$ cat config.mk
export PLATFORM = sky130hd
export DESIGN_NAME = multi_servo_slew_ramp
export DESIGN_NICKNAME = d
export VERILOG_FILES = /design/src/design/mssr_pkg.sv /design/src/design/mssr_front.sv /design/src/design/mssr_queue.sv /design/src/design/mssr_back.sv /design/src/design/multi_servo_slew_ramp.sv
export SDC_FILE = /design/constraint.sdc
export NUM_CORES = 1
export LEC_CHECK = 0
export BUFFER_PORTS_ARGS = -buffer_cell sky130_fd_sc_hd__buf_2
export CAP_MARGIN = 20
export CELL_PAD_IN_SITES_DETAIL_PLACEMENT = 0
export CELL_PAD_IN_SITES_GLOBAL_PLACEMENT = 2
export CORE_MARGIN = 8
export CORE_UTILIZATION = 37
export CTS_CLUSTER_SIZE = 8
export DETAILED_ROUTE_END_ITERATION = 10
export PLACE_DENSITY_LB_ADDON = 0.1
export SLEW_MARGIN = 15
export SYNTH_ARGS = -nofsm -noshare
export SYNTH_HDL_FRONTEND = slang
export SYNTH_SLANG_ARGS = --single-unit
$ cat constraint.sdc
create_clock -name clk -period 9.7 [get_ports clk]
set_clock_uncertainty 0.1 [all_clocks]
set_input_delay 1.455 -clock clk [delete_from_list [all_inputs] [get_ports clk]]
set_output_delay 1.455 -clock clk [all_outputs]
set_load 0.03 [all_outputs]
$ cat src/design/mssr_pkg.sv
package mssr_pkg;

    localparam int CMD_W       = 3;
    localparam int CH_W        = 3;
    localparam int IN_ANGLE_W  = 11;
    localparam int ANGLE_W     = 8;
    localparam int STEP_W      = 4;
    localparam int IVL_W       = 16;
    localparam int KIND_W      = 2;
    localparam int STATUS_W    = 2;
    localparam int CFG_IDX_W   = 3;
    localparam int CFG_DATA_W  = 16;
    localparam int HOME_LEN    = 16;
    localparam int HOME_IDX_W  = 4;
    localparam int QUEUE_DEPTH = 2;
    localparam int QUEUE_PTR_W = $clog2(QUEUE_DEPTH);

    typedef enum logic [CMD_W-1:0] {
        OP_TICK  = 3'd0,
        OP_MOVE  = 3'd1,
        OP_FORCE = 3'd2,
        OP_QUERY = 3'd3,
        OP_HOME  = 3'd4
    } op_t;

    localparam logic [KIND_W-1:0] KIND_STEP  = 2'd0;
    localparam logic [KIND_W-1:0] KIND_ACK   = 2'd1;
    localparam logic [KIND_W-1:0] KIND_QUERY = 2'd2;

    localparam logic [STATUS_W-1:0] ST_OK     = 2'd0;
    localparam logic [STATUS_W-1:0] ST_BUSY   = 2'd1;
    localparam logic [STATUS_W-1:0] ST_BAD_CH = 2'd2;

    localparam logic [CFG_IDX_W-1:0] CFG_STEP_SIZE  = 3'd0;
    localparam logic [CFG_IDX_W-1:0] CFG_MOVE_IVL   = 3'd1;
    localparam logic [CFG_IDX_W-1:0] CFG_HOME_IVL   = 3'd2;
    localparam logic [CFG_IDX_W-1:0] CFG_MAX_ANGLE  = 3'd3;
    localparam logic [CFG_IDX_W-1:0] CFG_GRIP_LIMIT = 3'd4;
    localparam logic [CFG_IDX_W-1:0] CFG_GRIP_CH    = 3'd5;

    localparam logic [STEP_W-1:0]  RST_STEP_SIZE  = 4'd1;
    localparam logic [IVL_W-1:0]   RST_MOVE_IVL   = 16'd25;
    localparam logic [IVL_W-1:0]   RST_HOME_IVL   = 16'd10;
    localparam logic [ANGLE_W-1:0] RST_MAX_ANGLE  = 8'd180;
    localparam logic [ANGLE_W-1:0] RST_GRIP_LIMIT = 8'd110;
    localparam logic [CH_W-1:0]    RST_GRIP_CH    = 3'd3;
    localparam logic [ANGLE_W-1:0] RST_POSITION   = 8'd90;

    typedef struct packed {
        logic [STEP_W-1:0]  step_size;
        logic [IVL_W-1:0]   move_interval;
        logic [IVL_W-1:0]   home_interval;
        logic [ANGLE_W-1:0] max_angle;
        logic [ANGLE_W-1:0] gripper_limit;
        logic [CH_W-1:0]    gripper_channel;
    } cfg_t;

    typedef struct packed {
        op_t                op;
        logic [CH_W-1:0]    ch;
        logic               ch_ok;
        logic [ANGLE_W-1:0] target;
    } item_t;

    // home sequence: channel of each entry
    function automatic logic [CH_W-1:0] home_ch(input logic [HOME_IDX_W-1:0] i);
        logic [CH_W-1:0] r;
        case (i)
            4'd0:    r = 3'd0;
            4'd1:    r = 3'd1;
            4'd2:    r = 3'd2;
            4'd3:    r = 3'd3;
            4'd4,
            4'd5,
            4'd6,
            4'd7:    r = 3'd4;
            default: r = 3'd5;
        endcase
        return r;
    endfunction

    // home sequence: angle of each entry
    function automatic logic [ANGLE_W-1:0] home_deg(input logic [HOME_IDX_W-1:0] i);
        logic [ANGLE_W-1:0] r;
        case (i)
            4'd1:    r = 8'd145;
            4'd2:    r = 8'd40;
            4'd3:    r = 8'd110;
            4'd5,
            4'd7:    r = 8'd90;
            default: r = 8'd0;
        endcase
        return r;
    endfunction

    // upper clamp, with the tighter gripper limit on its own channel
    function automatic logic [ANGLE_W-1:0] limit_target(
        input cfg_t               cfg,
        input logic [CH_W-1:0]    ch,
        input logic [ANGLE_W-1:0] t
    );
        logic [ANGLE_W-1:0] r;
        r = (t > cfg.max_angle) ? cfg.max_angle : t;
        if (ch == cfg.gripper_channel && r > cfg.gripper_limit)
        begin
            r = cfg.gripper_limit;
        end
        return r;
    endfunction

endpackage

$ cat src/design/mssr_front.sv
module mssr_front #(
    parameter int NUM_CHANNELS = 6
) (
    input  mssr_pkg::cfg_t                      cfg,
    input  logic                                in_valid,
    output logic                                in_ready,
    input  logic [mssr_pkg::CMD_W-1:0]          cmd,
    input  logic [mssr_pkg::CH_W-1:0]           channel,
    input  logic signed [mssr_pkg::IN_ANGLE_W-1:0] angle,
    input  logic                                q_has_room,
    output logic                                q_push,
    output mssr_pkg::item_t                     q_item
);

    logic                             known;
    mssr_pkg::op_t                    op;
    logic [mssr_pkg::ANGLE_W-1:0]     pre;

    always_comb
    begin
        known = 1'b1;
        op    = mssr_pkg::OP_TICK;
        unique case (cmd)
            mssr_pkg::OP_TICK:  op = mssr_pkg::OP_TICK;
            mssr_pkg::OP_MOVE:  op = mssr_pkg::OP_MOVE;
            mssr_pkg::OP_FORCE: op = mssr_pkg::OP_FORCE;
            mssr_pkg::OP_QUERY: op = mssr_pkg::OP_QUERY;
            mssr_pkg::OP_HOME:  op = mssr_pkg::OP_HOME;
            default:            known = 1'b0;
        endcase
    end

    // negative saturates to zero, anything past eight bits to the top
    always_comb
    begin
        if (angle[mssr_pkg::IN_ANGLE_W-1])
        begin
            pre = '0;
        end
        else if (angle[mssr_pkg::IN_ANGLE_W-2:mssr_pkg::ANGLE_W] != '0)
        begin
            pre = '1;
        end
        else
        begin
            pre = angle[mssr_pkg::ANGLE_W-1:0];
        end
    end

    assign in_ready      = q_has_room;
    assign q_push        = in_valid && q_has_room && known;
    assign q_item.op     = op;
    assign q_item.ch     = channel;
    assign q_item.ch_ok  = {1'b0, channel} < (mssr_pkg::CH_W+1)'(NUM_CHANNELS);
    assign q_item.target = mssr_pkg::limit_target(cfg, channel, pre);

endmodule

$ cat src/design/mssr_queue.sv
module mssr_queue (
    input  logic             clk,
    input  logic             rst_n,
    input  logic             push,
    input  mssr_pkg::item_t  push_item,
    output logic             has_room,
    input  logic             pop,
    output logic             not_empty,
    output mssr_pkg::item_t  pop_item
);

    localparam int PTR_W = (mssr_pkg::QUEUE_PTR_W > 0) ? mssr_pkg::QUEUE_PTR_W : 1;

    mssr_pkg::item_t        entry_reg [mssr_pkg::QUEUE_DEPTH];
    logic [PTR_W-1:0]       wr_ptr_reg, wr_ptr_next;
    logic [PTR_W-1:0]       rd_ptr_reg, rd_ptr_next;
    logic [PTR_W:0]         count_reg, count_next;

    assign has_room  = count_reg != (PTR_W+1)'(mssr_pkg::QUEUE_DEPTH);
    assign not_empty = count_reg != '0;
    assign pop_item  = entry_reg[rd_ptr_reg];

    always_comb
    begin
        wr_ptr_next = wr_ptr_reg;
        rd_ptr_next = rd_ptr_reg;
        count_next  = count_reg;
        if (push)
        begin
            wr_ptr_next = (wr_ptr_reg == PTR_W'(mssr_pkg::QUEUE_DEPTH - 1)) ? '0
                                                                            : wr_ptr_reg + 1'b1;
        end
        if (pop)
        begin
            rd_ptr_next = (rd_ptr_reg == PTR_W'(mssr_pkg::QUEUE_DEPTH - 1)) ? '0
                                                                            : rd_ptr_reg + 1'b1;
        end
        if (push && !pop)
        begin
            count_next = count_reg + 1'b1;
        end
        else if (pop && !push)
        begin
            count_next = count_reg - 1'b1;
        end
    end

    always_ff @(posedge clk or negedge rst_n)
    begin
        if (!rst_n)
        begin
            wr_ptr_reg <= '0;
            rd_ptr_reg <= '0;
            count_reg  <= '0;
        end
        else
        begin
            wr_ptr_reg <= wr_ptr_next;
            rd_ptr_reg <= rd_ptr_next;
            count_reg  <= count_next;
        end
    end

    always_ff @(posedge clk)
    begin
        if (push)
        begin
            entry_reg[wr_ptr_reg] <= push_item;
        end
    end

endmodule

$ cat src/design/mssr_back.sv
module mssr_back #(
    parameter int NUM_CHANNELS    = 6,
    parameter int HOME_STEPS      = 9,
    parameter int TICK_COUNT_BITS = 16
) (
    input  logic                              clk,
    input  logic                              rst_n,
    input  mssr_pkg::cfg_t                    cfg,
    input  logic                              q_not_empty,
    input  mssr_pkg::item_t                   q_item,
    output logic                              q_pop,
    output logic                              out_valid,
    input  logic                              out_ready,
    output logic [mssr_pkg::KIND_W-1:0]       kind,
    output logic [mssr_pkg::STATUS_W-1:0]     status,
    output logic [mssr_pkg::CH_W-1:0]         out_channel,
    output logic [mssr_pkg::ANGLE_W-1:0]      position,
    output logic                              busy_res,
    output logic                              ramp_done
);

    localparam int IDX_W = (NUM_CHANNELS > 1) ? $clog2(NUM_CHANNELS) : 1;
    localparam int CMP_W = (TICK_COUNT_BITS > mssr_pkg::IVL_W) ? TICK_COUNT_BITS
                                                                : mssr_pkg::IVL_W;
    localparam int AW    = mssr_pkg::ANGLE_W;
    localparam int HW    = mssr_pkg::HOME_IDX_W;
    localparam int CW    = mssr_pkg::CH_W;

    // per-channel angles and ramp state
    logic [AW-1:0]              pos_reg [NUM_CHANNELS];
    logic                       ramp_active_reg, ramp_active_next;
    logic                       home_active_reg, home_active_next;
    logic [CW-1:0]              ramp_ch_reg, ramp_ch_next;
    logic [AW-1:0]              ramp_target_reg, ramp_target_next;
    logic [TICK_COUNT_BITS-1:0] tick_reg, tick_next;
    logic [HW-1:0]              home_idx_reg, home_idx_next;

    logic                       out_valid_reg, out_valid_next;
    logic [mssr_pkg::KIND_W-1:0]   kind_reg;
    logic [mssr_pkg::STATUS_W-1:0] status_reg;
    logic [CW-1:0]              out_ch_reg;
    logic [AW-1:0]              position_reg;
    logic                       busy_reg;
    logic                       done_reg;

    logic                       fire;
    logic                       busy;
    mssr_pkg::op_t              op;

    // home sequence search
    logic [HW:0]                start;
    logic [mssr_pkg::HOME_LEN-1:0] cand;
    logic [AW-1:0]              tgt_tab [mssr_pkg::HOME_LEN];
    logic                       hit;
    logic [HW-1:0]              hit_idx;
    logic [CW-1:0]              hit_ch;

    // shared read port
    logic [IDX_W-1:0]           rd_addr;
    logic [AW-1:0]              rd_pos;

    // step datapath
    logic [TICK_COUNT_BITS-1:0] tick_inc;
    logic [mssr_pkg::IVL_W-1:0] interval;
    logic                       step_due;
    logic [AW-1:0]              st8;
    logic                       up;
    logic [AW-1:0]              diff;
    logic [AW-1:0]              new_pos;
    logic                       done;

    // result and store write
    logic                       res_valid;
    logic [mssr_pkg::KIND_W-1:0]   res_kind;
    logic [mssr_pkg::STATUS_W-1:0] res_status;
    logic [CW-1:0]              res_ch;
    logic [AW-1:0]              res_pos;
    logic                       res_done;
    logic                       pos_we;
    logic [IDX_W-1:0]           pos_wa;
    logic [AW-1:0]              pos_wd;

    assign op    = q_item.op;
    assign busy  = ramp_active_reg || home_active_reg;
    assign fire  = q_not_empty && (!out_valid_reg || out_ready);
    assign q_pop = fire;

    // after a finished step the sequence resumes from the next entry
    assign start = (op == mssr_pkg::OP_TICK) ? {1'b0, home_idx_reg} + 1'b1 : '0;

    for (genvar i = 0; i < mssr_pkg::HOME_LEN; i++)
    begin : gen_home
        localparam logic [CW-1:0] HC = mssr_pkg::home_ch(HW'(i));
        if (i < HOME_STEPS && int'(HC) < NUM_CHANNELS)
        begin : gen_live
            logic [AW-1:0] t_i;
            logic [AW-1:0] cur_i;
            assign t_i   = mssr_pkg::limit_target(cfg, HC, mssr_pkg::home_deg(HW'(i)));
            // the finished ramp channel already sits at its target
            assign cur_i = (op == mssr_pkg::OP_TICK && ramp_ch_reg == HC) ? ramp_target_reg
                                                                          : pos_reg[HC];
            assign cand[i]    = ((HW+1)'(i) >= start) && (t_i != cur_i);
            assign tgt_tab[i] = t_i;
        end
        else
        begin : gen_dead
            assign cand[i]    = 1'b0;
            assign tgt_tab[i] = '0;
        end
    end

    always_comb
    begin
        hit     = 1'b0;
        hit_idx = '0;
        for (int k = mssr_pkg::HOME_LEN - 1; k >= 0; k--)
        begin
            if (cand[k])
            begin
                hit     = 1'b1;
                hit_idx = HW'(k);
            end
        end
    end

    assign hit_ch = mssr_pkg::home_ch(hit_idx);

    always_comb
    begin
        case (op)
            mssr_pkg::OP_TICK: rd_addr = IDX_W'(ramp_ch_reg);
            mssr_pkg::OP_HOME: rd_addr = hit ? IDX_W'(hit_ch) : '0;
            default:           rd_addr = q_item.ch_ok ? IDX_W'(q_item.ch) : '0;
        endcase
    end

    assign rd_pos = pos_reg[rd_addr];

    assign tick_inc = (tick_reg != '1) ? tick_reg + 1'b1 : tick_reg;
    assign interval = home_active_reg ? cfg.home_interval : cfg.move_interval;
    assign step_due = CMP_W'(tick_inc) >= CMP_W'(interval);
    assign st8      = (cfg.step_size == '0) ? AW'(1) : AW'(cfg.step_size);
    assign up       = rd_pos < ramp_target_reg;
    assign diff     = up ? ramp_target_reg - rd_pos : rd_pos - ramp_target_reg;
    assign new_pos  = (diff <= st8) ? ramp_target_reg
                                    : (up ? rd_pos + st8 : rd_pos - st8);
    assign done     = new_pos == ramp_target_reg;

    always_comb
    begin
        ramp_active_next = ramp_active_reg;
        home_active_next = home_active_reg;
        ramp_ch_next     = ramp_ch_reg;
        ramp_target_next = ramp_target_reg;
        tick_next        = tick_reg;
        home_idx_next    = home_idx_reg;
        res_valid        = 1'b0;
        res_kind         = mssr_pkg::KIND_ACK;
        res_status       = mssr_pkg::ST_OK;
        res_ch           = q_item.ch;
        res_pos          = '0;
        res_done         = 1'b0;
        pos_we           = 1'b0;
        pos_wa           = rd_addr;
        pos_wd           = q_item.target;

        case (op)
            mssr_pkg::OP_TICK:
            begin
                if (ramp_active_reg)
                begin
                    tick_next = tick_inc;
                    if (step_due)
                    begin
                        tick_next  = '0;
                        pos_we     = 1'b1;
                        pos_wd     = new_pos;
                        res_valid  = 1'b1;
                        res_kind   = mssr_pkg::KIND_STEP;
                        res_ch     = ramp_ch_reg;
                        res_pos    = new_pos;
                        res_done   = done;
                        if (done && home_active_reg)
                        begin
                            if (hit)
                            begin
                                home_idx_next    = hit_idx;
                                ramp_ch_next     = hit_ch;
                                ramp_target_next = tgt_tab[hit_idx];
                            end
                            else
                            begin
                                ramp_active_next = 1'b0;
                                home_active_next = 1'b0;
                                home_idx_next    = '0;
                            end
                        end
                        else if (done)
                        begin
                            ramp_active_next = 1'b0;
                        end
                    end
                end
            end
            mssr_pkg::OP_MOVE,
            mssr_pkg::OP_FORCE:
            begin
                res_valid = 1'b1;
                if (busy)
                begin
                    res_status = mssr_pkg::ST_BUSY;
                    res_pos    = q_item.ch_ok ? rd_pos : '0;
                end
                else if (!q_item.ch_ok)
                begin
                    res_status = mssr_pkg::ST_BAD_CH;
                end
                else if (op == mssr_pkg::OP_FORCE)
                begin
                    pos_we  = 1'b1;
                    res_pos = q_item.target;
                end
                else
                begin
                    res_pos = rd_pos;
                    if (q_item.target != rd_pos)
                    begin
                        ramp_active_next = 1'b1;
                        ramp_ch_next     = q_item.ch;
                        ramp_target_next = q_item.target;
                        tick_next        = '0;
                    end
                end
            end
            mssr_pkg::OP_QUERY:
            begin
                res_valid  = 1'b1;
                res_kind   = mssr_pkg::KIND_QUERY;
                res_status = q_item.ch_ok ? mssr_pkg::ST_OK : mssr_pkg::ST_BAD_CH;
                res_pos    = q_item.ch_ok ? rd_pos : '0;
            end
            mssr_pkg::OP_HOME:
            begin
                res_valid = 1'b1;
                if (busy)
                begin
                    res_status = mssr_pkg::ST_BUSY;
                end
                else
                begin
                    res_ch  = hit ? hit_ch : '0;
                    res_pos = rd_pos;
                    if (hit)
                    begin
                        ramp_active_next = 1'b1;
                        home_active_next = 1'b1;
                        home_idx_next    = hit_idx;
                        ramp_ch_next     = hit_ch;
                        ramp_target_next = tgt_tab[hit_idx];
                        tick_next        = '0;
                    end
                    else
                    begin
                        home_idx_next = '0;
                    end
                end
            end
            default:
            begin
                res_valid = 1'b0;
            end
        endcase
    end

    always_comb
    begin
        out_valid_next = out_valid_reg && !out_ready;
        if (fire && res_valid)
        begin
            out_valid_next = 1'b1;
        end
    end

    always_ff @(posedge clk or negedge rst_n)
    begin
        if (!rst_n)
        begin
            for (int k = 0; k < NUM_CHANNELS; k++)
            begin
                pos_reg[k] <= mssr_pkg::RST_POSITION;
            end
            ramp_active_reg <= 1'b0;
            home_active_reg <= 1'b0;
            ramp_ch_reg     <= '0;
            ramp_target_reg <= '0;
            tick_reg        <= '0;
            home_idx_reg    <= '0;
            out_valid_reg   <= 1'b0;
        end
        else
        begin
            if (fire)
            begin
                if (pos_we)
                begin
                    pos_reg[pos_wa] <= pos_wd;
                end
                ramp_active_reg <= ramp_active_next;
                home_active_reg <= home_active_next;
                ramp_ch_reg     <= ramp_ch_next;
                ramp_target_reg <= ramp_target_next;
                tick_reg        <= tick_next;
                home_idx_reg    <= home_idx_next;
            end
            out_valid_reg <= out_valid_next;
        end
    end

    always_ff @(posedge clk)
    begin
        if (fire && res_valid)
        begin
            kind_reg     <= res_kind;
            status_reg   <= res_status;
            out_ch_reg   <= res_ch;
            position_reg <= res_pos;
            busy_reg     <= ramp_active_next || home_active_next;
            done_reg     <= res_done;
        end
    end

    assign out_valid   = out_valid_reg;
    assign kind        = kind_reg;
    assign status      = status_reg;
    assign out_channel = out_ch_reg;
    assign position    = position_reg;
    assign busy_res    = busy_reg;
    assign ramp_done   = done_reg;

endmodule

$ cat src/design/multi_servo_slew_ramp.sv
// channel   handshake                 payload
// input     in_valid / in_ready       cmd, channel, angle
// result    out_valid / out_ready     kind, status, out_channel, position, busy_res, ramp_done
// config    cfg_valid / cfg_ready     cfg_index, cfg_data
//
// one word per cycle in and out when not stalled; results pass the queue and output register
// the cycle is set by the home sequence search that follows a finished step
// reset puts every channel at 90 degrees with no ramp running, no clearing pass
// a two-word queue sits between decode and execution, the result is held in an
// output register, so a stalled result holds back input only once the queue fills
module multi_servo_slew_ramp #(
    parameter int NUM_CHANNELS    = 6,
    parameter int HOME_STEPS      = 9,
    parameter int TICK_COUNT_BITS = 16
) (
    input  logic                                   clk,
    input  logic                                   rst_n,
    input  logic                                   in_valid,
    output logic                                   in_ready,
    input  logic [mssr_pkg::CMD_W-1:0]             cmd,
    input  logic [mssr_pkg::CH_W-1:0]              channel,
    input  logic signed [mssr_pkg::IN_ANGLE_W-1:0] angle,
    output logic                                   out_valid,
    input  logic                                   out_ready,
    output logic [mssr_pkg::KIND_W-1:0]            kind,
    output logic [mssr_pkg::STATUS_W-1:0]          status,
    output logic [mssr_pkg::CH_W-1:0]              out_channel,
    output logic [mssr_pkg::ANGLE_W-1:0]           position,
    output logic                                   busy_res,
    output logic                                   ramp_done,
    input  logic                                   cfg_valid,
    output logic                                   cfg_ready,
    input  logic [mssr_pkg::CFG_IDX_W-1:0]         cfg_index,
    input  logic [mssr_pkg::CFG_DATA_W-1:0]        cfg_data
);

    mssr_pkg::cfg_t  cfg_reg;
    logic            q_has_room;
    logic            q_push;
    mssr_pkg::item_t q_push_item;
    logic            q_pop;
    logic            q_not_empty;
    mssr_pkg::item_t q_pop_item;

    assign cfg_ready = 1'b1;

    always_ff @(posedge clk or negedge rst_n)
    begin
        if (!rst_n)
        begin
            cfg_reg.step_size       <= mssr_pkg::RST_STEP_SIZE;
            cfg_reg.move_interval   <= mssr_pkg::RST_MOVE_IVL;
            cfg_reg.home_interval   <= mssr_pkg::RST_HOME_IVL;
            cfg_reg.max_angle       <= mssr_pkg::RST_MAX_ANGLE;
            cfg_reg.gripper_limit   <= mssr_pkg::RST_GRIP_LIMIT;
            cfg_reg.gripper_channel <= mssr_pkg::RST_GRIP_CH;
        end
        else if (cfg_valid && cfg_ready)
        begin
            unique case (cfg_index)
                mssr_pkg::CFG_STEP_SIZE:
                    cfg_reg.step_size <= cfg_data[mssr_pkg::STEP_W-1:0];
                mssr_pkg::CFG_MOVE_IVL:
                    cfg_reg.move_interval <= cfg_data[mssr_pkg::IVL_W-1:0];
                mssr_pkg::CFG_HOME_IVL:
                    cfg_reg.home_interval <= cfg_data[mssr_pkg::IVL_W-1:0];
                mssr_pkg::CFG_MAX_ANGLE:
                    cfg_reg.max_angle <= cfg_data[mssr_pkg::ANGLE_W-1:0];
                mssr_pkg::CFG_GRIP_LIMIT:
                    cfg_reg.gripper_limit <= cfg_data[mssr_pkg::ANGLE_W-1:0];
                mssr_pkg::CFG_GRIP_CH:
                    cfg_reg.gripper_channel <= cfg_data[mssr_pkg::CH_W-1:0];
                default:
                    cfg_reg <= cfg_reg;
            endcase
        end
    end

    mssr_front #(
        .NUM_CHANNELS (NUM_CHANNELS)
    ) u_front (
        .cfg        (cfg_reg),
        .in_valid   (in_valid),
        .in_ready   (in_ready),
        .cmd        (cmd),
        .channel    (channel),
        .angle      (angle),
        .q_has_room (q_has_room),
        .q_push     (q_push),
        .q_item     (q_push_item)
    );

    mssr_queue u_queue (
        .clk       (clk),
        .rst_n     (rst_n),
        .push      (q_push),
        .push_item (q_push_item),
        .has_room  (q_has_room),
        .pop       (q_pop),
        .not_empty (q_not_empty),
        .pop_item  (q_pop_item)
    );

    mssr_back #(
        .NUM_CHANNELS    (NUM_CHANNELS),
        .HOME_STEPS      (HOME_STEPS),
        .TICK_COUNT_BITS (TICK_COUNT_BITS)
    ) u_back (
        .clk         (clk),
        .rst_n       (rst_n),
        .cfg         (cfg_reg),
        .q_not_empty (q_not_empty),
        .q_item      (q_pop_item),
        .q_pop       (q_pop),
        .out_valid   (out_valid),
        .out_ready   (out_ready),
        .kind        (kind),
        .status      (status),
        .out_channel (out_channel),
        .position    (position),
        .busy_res    (busy_res),
        .ramp_done   (ramp_done)
    );

endmodule
==> results of run 1 <==
[cells in the mapped netlist, types with 12 or more instances]
cell | n | area (µm²)
nor2_1 | 121 | 454.2
a21oi_1 | 108 | 540.5
mux2_2 | 107 | 1205
nand2_1 | 106 | 397.9
dfrtp_1 | 100 | 2502
o21ai_0 | 100 | 500.5
ha_1 | 95 | 1189
inv_1 | 73 | 274.0
mux2i_1 | 66 | 660.6
nand3_1 | 53 | 265.3
edfxtp_1 | 47 | 1411
dfstp_2 | 41 | 1077
nor3_1 | 39 | 195.2
xnor2_1 | 39 | 341.6
clkbuf_1 | 34 | 127.6
a21o_1 | 27 | 202.7
nor2b_1 | 27 | 168.9
nor4_1 | 22 | 137.6
and3_1 | 21 | 131.4
a31o_2 | 19 | 166.4
xor2_1 | 19 | 166.4
o211ai_1 | 18 | 135.1
and2_1 | 17 | 106.4
o21a_1 | 15 | 112.6
a31oi_1 | 14 | 87.58
buf_4 | 13 | 97.59
nand2b_1 | 13 | 81.33
nand4_1 | 13 | 81.33
a211oi_1 | 12 | 90.09
[area by class of cell]
cell class | count | share of cell area (%)
Clock buffer | 17 | 2.463
Multi-Input combinational cell | 1257 | 54.70
Clock inverter | 15 | 1.174
Tap cell | 525 | 3.804
Sequential cell | 188 | 28.91
Timing Repair Buffer | 185 | 7.361
Inverter | 73 | 1.587
[worst paths after layout]
path | from | to | slack [ns] | cells after the start
min reg2reg | u_queue.wr_ptr_reg$_DFFE_PN0P_ | u_queue.wr_ptr_reg$_DFFE_PN0P_ | 0.40 | 1
max reg2reg | cfg_reg[16]$_DFFE_PN1P_ | u_back.home_idx_reg[1]$_DFFE_PN0P_ | 0.48 | 43
max in group asynchronous | rst_n | u_back.tick_reg[8]$_DFFE_PN0P_ | 6.93 | 3
min in group asynchronous | rst_n | cfg_reg[52]$_DFFE_PN0P_ | 0.87 | 1
min | u_queue.wr_ptr_reg$_DFFE_PN0P_ | u_queue.wr_ptr_reg$_DFFE_PN0P_ | 0.40 | 1
max | cfg_reg[16]$_DFFE_PN1P_ | u_back.home_idx_reg[1]$_DFFE_PN0P_ | 0.48 | 43
[metal layers]
metal	part of all wire, %	vias to the layer above	track usage, %	routed length [µm]
met2	48	357	40.96	27270
met5	0	-	0	0
li1	-	6174	-	-
met4	4.2	0	9.623	2397
met3	4.6	114	3.343	2621
met1	43	6499	30.56	24520
[critical path: cells and delay by family (launching register included)]
kind	cells	cell delay [ns]
AOI/OAI and AO/OA	18	3.65
buffers and inverters	8	1.29
adders and majority gates	3	1.08
and+or+nand+nor	8	0.98
muxes	3	0.84
DFF	1	0.64
xor gates and xnor gates	3	0.51
[stage by stage]
stage / area, µm² / total power, mW
after floorplan: 14660 / 3.793
after global placement: 16090 / 5.164
after detailed placement: 16100 / 5.172
after CTS: 16730 / 5.964
after global routing: 17270 / 6.548
final: 17270 / 6.104
[repair_timing]
item                                    in CTS  in global routing
endpoints found under the setup margin       9                 68
pin swaps                                    0                 24
hold buffers                                 0                  0
gates cloned                                 0                  0
resized for setup                            1                 92
setup buffers                                0                 25
[cells by family after synthesis]
family | count (synthesis)
and+or+nand+nor | 482
AOI/OAI and AO/OA | 434
DFF | 188
muxes | 179
buffers and inverters | 134
adders and majority gates | 98
xor gates and xnor gates | 59
other | 2
[power by group through the flow]
stage	Combinational [mW]	Sequential, mW	Clock, mW
finish	4.08	1.25	0.773
detailed placement	3.91	1.26	0
global route	4.46	1.27	0.815
global placement	3.91	1.25	0
floorplan	2.56	1.23	0
CTS	3.94	1.24	0.784
==> results.sh, run 1 <==
export IMPL_wl_per_cell_um=25.13
export IMPL_synthXorXnorAreaFrac_pct=3.622
export IMPL_die_height_um=215.0
export IMPL_setup_tns_ns=0
export IMPL_die_area_um2=46210
export IMPL_first_pass_iters=5
export IMPL_critPathCaptureType="flip-flop"
export IMPL_comb_power_share_pct=66.9
export IMPL_cts_root_buf="clkbuf_16"
export IMPL_die_x_um=215.0
export IMPL_dpl_cell_count=2203
export IMPL_p_int_mw=3.044
export IMPL_syn_area_um2=14650
export IMPL_grt_max_degree=63
export IMPL_drv_slew=0
export IMPL_pwr_share_seq_pct=20.4
export IMPL_synth_fa_ha_area_share_pct=8.525
export IMPL_synth_seq_cells=188
export IMPL_synth_top_family_by_area="compound AO/OA/AOI/OAI gates"
export IMPL_grt_pass1_wl_um=84900
export IMPL_crit_top_cell="buf_4"
export IMPL_cp_max_fo=11
export IMPL_syn2layout_area_growth_pct=17.90
export IMPL_n_antenna_cell=0
export IMPL_io_pins=61
export IMPL_fin_nets=1861
export IMPL_power_density_nw_per_um2=353.5
export IMPL_yosysUniqueCellTypes=89
export IMPL_insertion_delay_ns=0.47
export IMPL_synth_compound_area_share_pct=19.69
export IMPL_dpl_worst_slack_ns=0.03160
export IMPL_port_buffers=59
export IMPL_layout_commonest_cell="buf_4"
export IMPL_clk_path_buf_depth=2
export IMPL_p_leak_nw=7.546
export IMPL_dr_total_vias=13140
export IMPL_tightest_slew_ns=0.9759
export IMPL_cp_arrival_ns=9.48
export IMPL_antenna_found_initial=1
export IMPL_whs_ns=0.3993
export IMPL_cap_violations=0
export IMPL_path_class="flip-flop to flip-flop"
export IMPL_cts_buffers=17
export IMPL_slowest_stage="dfstp_2"
export IMPL_cp_start_kind="flip-flop"
export IMPL_hold_class="flip-flop to flip-flop"
export IMPL_syn_inst=1576
export IMPL_core_um2=39370
export IMPL_rows=73
export IMPL_peakVddDrop_mv=0.1533
export IMPL_worstPathRequired_ns=9.95
export IMPL_synth_edf_count=47
export IMPL_finalNonFillerCells=2260
export IMPL_avgSynthCellArea_um2=9.294
export IMPL_layout_common_cells="122 x buf_4, 114 x nor2_1, 107 x mux2_2, 100 x a21oi_1"
export IMPL_synthSimpleGateAreaFrac_pct=16.74
export IMPL_drt_iter0_markers=912
export IMPL_fmax_ghz=0.1084
export IMPL_slew_headroom_pct=33.08
export IMPL_start_util_pct=37.21
export IMPL_place_hpwl_um=44840
export IMPL_synthMuxAreaShare_pct=13.35
export IMPL_regArea_um2=4992
export IMPL_synthArstFlopShare_pct=75.00
export IMPL_multi_input_area_um2=9447
export IMPL_drc=0
export IMPL_drtAntennaViolNets=0
export IMPL_pwr_share_clk_pct=12.7
export IMPL_clkTransAtPathRegs_ns=0.09
export IMPL_gp_congestion=0.9155
export IMPL_hold_violations=0
export IMPL_grt_usage_pct=24.09
export IMPL_fin_crit_ns=9.225
export IMPL_htreeDepth=4
export IMPL_max_stage_delay_ns=0.64
export IMPL_p_sw_mw=3.060
export IMPL_wirelength_um=56800
export IMPL_setup_ws_ns=0.4754
export IMPL_cts_sinks=188
export IMPL_largest_reg_flops=55
export IMPL_final_layout_size_suffix_gt1_share_pct=27.32
export IMPL_tritoncts="yes"
export IMPL_vias_per_cell=5.816
export IMPL_synthFlopType="dfrtp_1"
export IMPL_swShare_pct=50.13
export IMPL_grt_pass1_vias=13070
export IMPL_finalSetupViolCount=0
export IMPL_status="complete, no violations"
export IMPL_fillers=3949
export IMPL_min_period_over_period_pct=95.10
export IMPL_post_route_util_pct=43.87
export IMPL_seq_area_frac_synth_pct=34.07
export IMPL_overflow=0
export IMPL_yosysWarnings=0
(Power assumes the default switching activity.)
==> inputs of run 2 (changes only) <==
--- a/config.mk
+++ b/config.mk
@@ -13,7 +13,7 @@
 export CORE_UTILIZATION = 37
 export CTS_CLUSTER_SIZE = 8
 export DETAILED_ROUTE_END_ITERATION = 10
-export PLACE_DENSITY_LB_ADDON = 0.1
+export PLACE_DENSITY = 0.76
 export SLEW_MARGIN = 15
 export SYNTH_ARGS = -nofsm -noshare
 export SYNTH_HDL_FRONTEND = slang
==> results.sh, run 2 (same netlist as run 1, synthesis figures left out) <==
export IMPL_cp_arrival_ns=9.49
export IMPL_setup_ws_ns=0.4674
export IMPL_path_class="flip-flop to flip-flop"
export IMPL_overflow=0
export IMPL_drt_iter0_markers=1165
export IMPL_r2r_cells=40
export IMPL_dpl_worst_slack_ns=0.2583
export IMPL_hold_class="flip-flop to flip-flop"
export IMPL_place_hpwl_um=42850
export IMPL_cp_max_fo=11
export IMPL_cp_start_kind="flip-flop"
export IMPL_dr_total_vias=13250
export IMPL_layout_commonest_cell="nor2_1"
export IMPL_comb_power_share_pct=66.5
export IMPL_hold_end="u_queue.wr_ptr_reg$_DFFE_PN0P_"
export IMPL_largest_reg_flops=55
export IMPL_layout_common_cells="118 x nor2_1, 107 x mux2_2, 107 x buf_4, 105 x nand2_1, 101 x a21oi_1"
export IMPL_n_antenna_cell=0
export IMPL_tightest_slew_ns=1.082
export IMPL_port_buffers=59
export IMPL_rsz0062_at_grt="no"
export IMPL_r2r_start="cfg_reg[16]$_DFFE_PN1P_"
export IMPL_swShare_pct=50.12
export IMPL_antenna_found_initial=0
export IMPL_worstPathRequired_ns=9.96
export IMPL_io_pins=61
export IMPL_start_util_pct=37.21
export IMPL_gp_congestion=0.9677
export IMPL_cts_sinks=188
export IMPL_power_density_nw_per_um2=351.3
export IMPL_fin_nets=1845
export IMPL_finalSetupViolCount=0
export IMPL_final_layout_size_suffix_gt1_share_pct=25.07
export IMPL_pwr_share_clk_pct=12.2
export IMPL_hold_violations=0
export IMPL_cts_root_buf="clkbuf_16"
export IMPL_tritoncts="yes"
export IMPL_fmax_ghz=0.1083
export IMPL_grt_usage_pct=22.93
export IMPL_worstHoldStart="u_queue.wr_ptr_reg$_DFFE_PN0P_"
export IMPL_slew_headroom_pct=25.78
export IMPL_critPathCaptureType="flip-flop"
export IMPL_die_height_um=215.0
export IMPL_wirelength_um=54270
export IMPL_p_sw_mw=2.982
export IMPL_drv_slew=0
export IMPL_slowest_stage="dfstp_2"
export IMPL_fin_crit_ns=9.233
export IMPL_syn2layout_area_growth_pct=15.61
export IMPL_cts_buffers=17
export IMPL_rrSetupSlack_ns=0.47
export IMPL_pwr_share_seq_pct=21.3
export IMPL_peakVddDrop_mv=0.1622
export IMPL_vias_per_cell=5.905
export IMPL_die_area_um2=46210
export IMPL_status="complete, no violations"
export IMPL_hold_depth=1
export IMPL_p_int_mw=2.968
export IMPL_max_stage_delay_ns=0.63
export IMPL_grt_pass1_vias=13030
export IMPL_core_um2=39370
export IMPL_setup_tns_ns=0
export IMPL_grt_max_degree=59
export IMPL_first_pass_iters=6
export IMPL_clk_path_buf_depth=2
export IMPL_die_x_um=215.0
export IMPL_insertion_delay_ns=0.47
export IMPL_grt_pass1_wl_um=81060
export IMPL_p_leak_nw=7.426
export IMPL_wl_per_cell_um=24.19
export IMPL_htreeDepth=4
export IMPL_rows=73
export IMPL_rr_endpoint="u_back.ramp_target_reg[3]$_DFFE_PN0P_"
export IMPL_clkTransAtPathRegs_ns=0.08
export IMPL_min_period_over_period_pct=95.18
export IMPL_drtAntennaViolNets=0
export IMPL_drc=0
export IMPL_cap_violations=0
export IMPL_crit_top_cell="a21oi_1"
[run 2: what timing repair did]
action | 4_1_cts | 5_1_grt
buffers inserted | 0 | 15
hold buffers | 0 | 0
gates resized for setup | 0 | 42
setup endpoints to repair | 0 | 70
[run 2: worst max-delay path: cells and delay by family (launching register included)]
kind	cells	cell delay, ns
mux	3	0.83
buf+inv	5	0.74
compound gates	17	3.49
fa+ha+maj	3	1.00
flops	1	0.63
simple gates	9	1.80
xor+xnor	3	0.50
[run 2: metrics by stage]
step           utilization, %  total power, mW  hold slack (ns)  cells  area, µm²
2_1_floorplan               -            3.793           0.3603   1579      14660
3_3_place_gp            40.74            5.039           0.3790   2196      16040
3_5_place_dp            40.76            5.047           0.3898   2197      16040
4_1_cts                 42.28            5.795           0.4023   2229      16640
5_1_grt                 43.02            6.346           0.4139   2244      16940
6_report                43.02            5.950           0.3977   2244      16940
[run 2: worst max-delay path by stage]
stage / start / endpoint / slack, ns / cells after the start
after global routing: cfg_reg[18]$_DFFE_PN1P_ / u_back.ramp_ch_reg[0]$_DFFE_PN0P_ / 0.03 / 40
final: cfg_reg[16]$_DFFE_PN1P_ / u_back.ramp_target_reg[3]$_DFFE_PN0P_ / 0.47 / 40
after floorplan: cfg_reg[17]$_DFFE_PN0P_ / u_back.ramp_ch_reg[0]$_DFFE_PN0P_ / 0.03 / 46
after CTS: cfg_reg[12]$_DFFE_PN0P_ / u_back.ramp_ch_reg[0]$_DFFE_PN0P_ / 0.22 / 43
after detailed placement: cfg_reg[12]$_DFFE_PN0P_ / u_back.ramp_target_reg[4]$_DFFE_PN0P_ / 0.26 / 43
after global placement: cfg_reg[18]$_DFFE_PN1P_ / u_back.ramp_target_reg[4]$_DFFE_PN0P_ / 0.34 / 42
[run 2: layout make-up]
class                   count  area, µm²
multi-input cells        1257       9264
well taps                 525      656.9
flip-flops and latches    188       4992
clock buffers              18      439.2
clock inverters            14      161.4
repair buffers            169       1147
fillers                  3976      22430
inverters                  73      274.0
[run 2: power by group through the flow]
| stage | sequential (mW) | clock (mW) | combinational [mW] |
|---|---|---|---|
| 4_1_cts | 1.26 | 0.740 | 3.79 |
| 6_report | 1.27 | 0.725 | 3.96 |
| 3_3_place_gp | 1.27 | 0 | 3.77 |
| 2_1_floorplan | 1.23 | 0 | 2.56 |
| 5_1_grt | 1.28 | 0.769 | 4.29 |
| 3_5_place_dp | 1.28 | 0 | 3.77 |
[run 2: per-layer routing]
layer	part of all wire (%)	up-vias	track usage, %
li1	-	6127	-
met1	44	6522	29.83
met2	46	472	36.94
met3	4.8	129	3.427
met4	4.9	0	11.19
met5	0	-	0
==> inputs of run 3 (changes only) <==
--- a/config.mk
+++ b/config.mk
@@ -10,10 +10,11 @@
 export CELL_PAD_IN_SITES_DETAIL_PLACEMENT = 0
 export CELL_PAD_IN_SITES_GLOBAL_PLACEMENT = 2
 export CORE_MARGIN = 8
-export CORE_UTILIZATION = 37
+export CORE_UTILIZATION = 38
+export CTS_BUF_LIST = sky130_fd_sc_hd__clkbuf_8
 export CTS_CLUSTER_SIZE = 8
 export DETAILED_ROUTE_END_ITERATION = 10
-export PLACE_DENSITY = 0.76
+export PLACE_DENSITY = 0.78
 export SLEW_MARGIN = 15
 export SYNTH_ARGS = -nofsm -noshare
 export SYNTH_HDL_FRONTEND = slang
==> results.sh, run 3 (same netlist as run 1, synthesis figures left out) <==
export IMPL_insertion_delay_ns=0.52
export IMPL_wl_per_cell_um=23.91
export IMPL_comb_power_share_pct=69.6
export IMPL_io_pins=61
export IMPL_pwr_share_seq_pct=21.3
export IMPL_antenna_found_initial=0
export IMPL_largest_reg_flops=55
export IMPL_finalNonFillerCells=2269
export IMPL_start_util_pct=38.17
export IMPL_fin_nets=1877
export IMPL_cts_buffers=17
export IMPL_grt_max_degree=78
export IMPL_ctsHoldBuffers=0
export IMPL_hold_class="flip-flop to flip-flop"
export IMPL_fin_total_pwr_mw=5.886
export IMPL_status="complete, no violations"
export IMPL_htreeDepth=4
export IMPL_p_int_mw=2.918
export IMPL_tightest_slew_ns=1.058
export IMPL_post_route_util_pct=44.38
export IMPL_worstHoldStart="u_queue.wr_ptr_reg$_DFFE_PN0P_"
export IMPL_grt_pass1_wl_um=80910
export IMPL_syn2layout_area_growth_pct=16.26
export IMPL_die_area_um2=45090
export IMPL_grt_usage_pct=23.96
export IMPL_r2r_start="cfg_reg[18]$_DFFE_PN1P_"
export IMPL_port_buffers=59
export IMPL_hold_violations=0
export IMPL_place_hpwl_um=43150
export IMPL_layout_common_cells="140 x buf_4, 117 x nor2_1, 107 x mux2_2, 103 x nand2_1, 101 x a21oi_1"
export IMPL_drt_iter0_markers=1101
export IMPL_cts_sinks=188
export IMPL_critPathCaptureType="flip-flop"
export IMPL_crit_top_cell="a21oi_1"
export IMPL_grt_pass1_vias=13080
export IMPL_n_antenna_cell=0
export IMPL_path_class="flip-flop to flip-flop"
export IMPL_clk_path_buf_depth=2
export IMPL_slew_headroom_pct=29.15
export IMPL_fmax_ghz=0.1092
export IMPL_rrSetupSlack_ns=0.55
export IMPL_swShare_pct=50.43
export IMPL_p_sw_mw=2.968
export IMPL_clkTransAtPathRegs_ns=0.11
export IMPL_min_period_over_period_pct=94.37
export IMPL_wirelength_um=54250
export IMPL_fin_crit_ns=9.154
export IMPL_first_pass_iters=5
export IMPL_slowest_stage="dfstp_2"
export IMPL_cp_max_fo=11
export IMPL_p_leak_nw=7.524
export IMPL_cp_arrival_ns=9.45
export IMPL_overflow=0
export IMPL_cap_violations=0
export IMPL_stdcell_area_um2=17030
export IMPL_setup_tns_ns=0
export IMPL_cp_start_kind="flip-flop"
export IMPL_layout_commonest_cell="buf_4"
export IMPL_rsz0062_at_grt="no"
export IMPL_critical_path_startpoint="cfg_reg[18]$_DFFE_PN1P_"
export IMPL_rows=72
export IMPL_worstPathRequired_ns=10.00
export IMPL_core_um2=38380
export IMPL_drv_slew=0
export IMPL_power_density_nw_per_um2=345.6
export IMPL_dpl_cell_area_um2=16200
export IMPL_finalSetupViolCount=0
export IMPL_dr_total_vias=13120
export IMPL_tritoncts="yes"
export IMPL_peakVddDrop_mv=0.1725
export IMPL_cts_root_buf="clkbuf_8"
export IMPL_gp_congestion=0.9522
export IMPL_max_stage_delay_ns=0.63
export IMPL_vias_per_cell=5.784
export IMPL_pwr_share_clk_pct=9.1
export IMPL_drc=0
export IMPL_dpl_cell_count=2214
export IMPL_die_height_um=212.3
export IMPL_final_layout_size_suffix_gt1_share_pct=26.90
export IMPL_die_x_um=212.3
export IMPL_drtAntennaViolNets=0
## run 3: changes by cell type in the layout (fill, tap and decap cells not counted), sizes merged
cell | before | now
clkinvlp | 1 | 0
clkinv | 4 | 9
clkbuf | 18 | 17
buf | 169 | 201
inv | 82 | 79
## run 3: power by group through the flow
stage | clock [mW] | combinational, mW | sequential (mW)
2_1_floorplan | 0 | 2.56 | 1.23
3_3_place_gp | 0 | 3.89 | 1.26
3_5_place_dp | 0 | 3.89 | 1.27
4_1_cts | 0.550 | 3.92 | 1.25
5_1_grt | 0.580 | 4.45 | 1.27
6_report | 0.535 | 4.09 | 1.26
## run 3: timing repair
item	CTS	global route
gates resized for setup	1	65
buffers inserted	0	23
endpoints found under the hold margin	0	0
pin swaps	0	17
endpoints found under the setup margin	2	75
## run 3: final cells by class
| type | count | area, µm² |
|---|---|---|
| fillers | 3867 | 21350 |
| multi-input cells | 1257 | 9335 |
| flip-flops and latches | 188 | 4992 |
| repair buffers | 201 | 1378 |
| well taps | 518 | 648.1 |
| inverters | 73 | 274.0 |
| clock buffers | 17 | 234.0 |
| clock inverters | 15 | 168.9 |
## run 3: worst paths after layout
kind	cells past startpoint	end
max	40	u_back.ramp_ch_reg[0]$_DFFE_PN0P_
min	1	u_queue.wr_ptr_reg$_DFFE_PN0P_
max reg2reg	40	u_back.ramp_ch_reg[0]$_DFFE_PN0P_
min reg2reg	1	u_queue.wr_ptr_reg$_DFFE_PN0P_
max in group asynchronous	2	u_back.ramp_active_reg$_DFFE_PN0P_
min in group asynchronous	1	u_back.pos_reg[18]$_DFFE_PN0P_
## run 3: worst max-delay path, delay by kind of cell (launching register included)
| kind | cells | cell delay (ns) |
|---|---|---|
| adders and majority gates | 4 | 1.32 |
| xor gates and xnor gates | 3 | 0.55 |
| muxes | 3 | 0.83 |
| and+or+nand+nor | 11 | 1.95 |
| buffers and inverters | 4 | 0.46 |
| DFF | 1 | 0.63 |
| AOI/OAI and AO/OA | 15 | 3.17 |
## run 3: through the flow
stage / setup WS [ns] / hold WS, ns
2_1_floorplan: 0.02594 / 0.3603
3_3_place_gp: 0.09931 / 0.3778
3_5_place_dp: 0.01010 / 0.3921
4_1_cts: 0.1692 / 0.4071
5_1_grt: 0.008697 / 0.4246
6_report: 0.5458 / 0.4012
## run 3: routing by layer
metal | GRT usage, % | wire, µm
met3 | 3.744 | 2772
met5 | 0 | 0
met2 | 40.06 | 25600
met4 | 10.50 | 2344
met1 | 30.39 | 23530
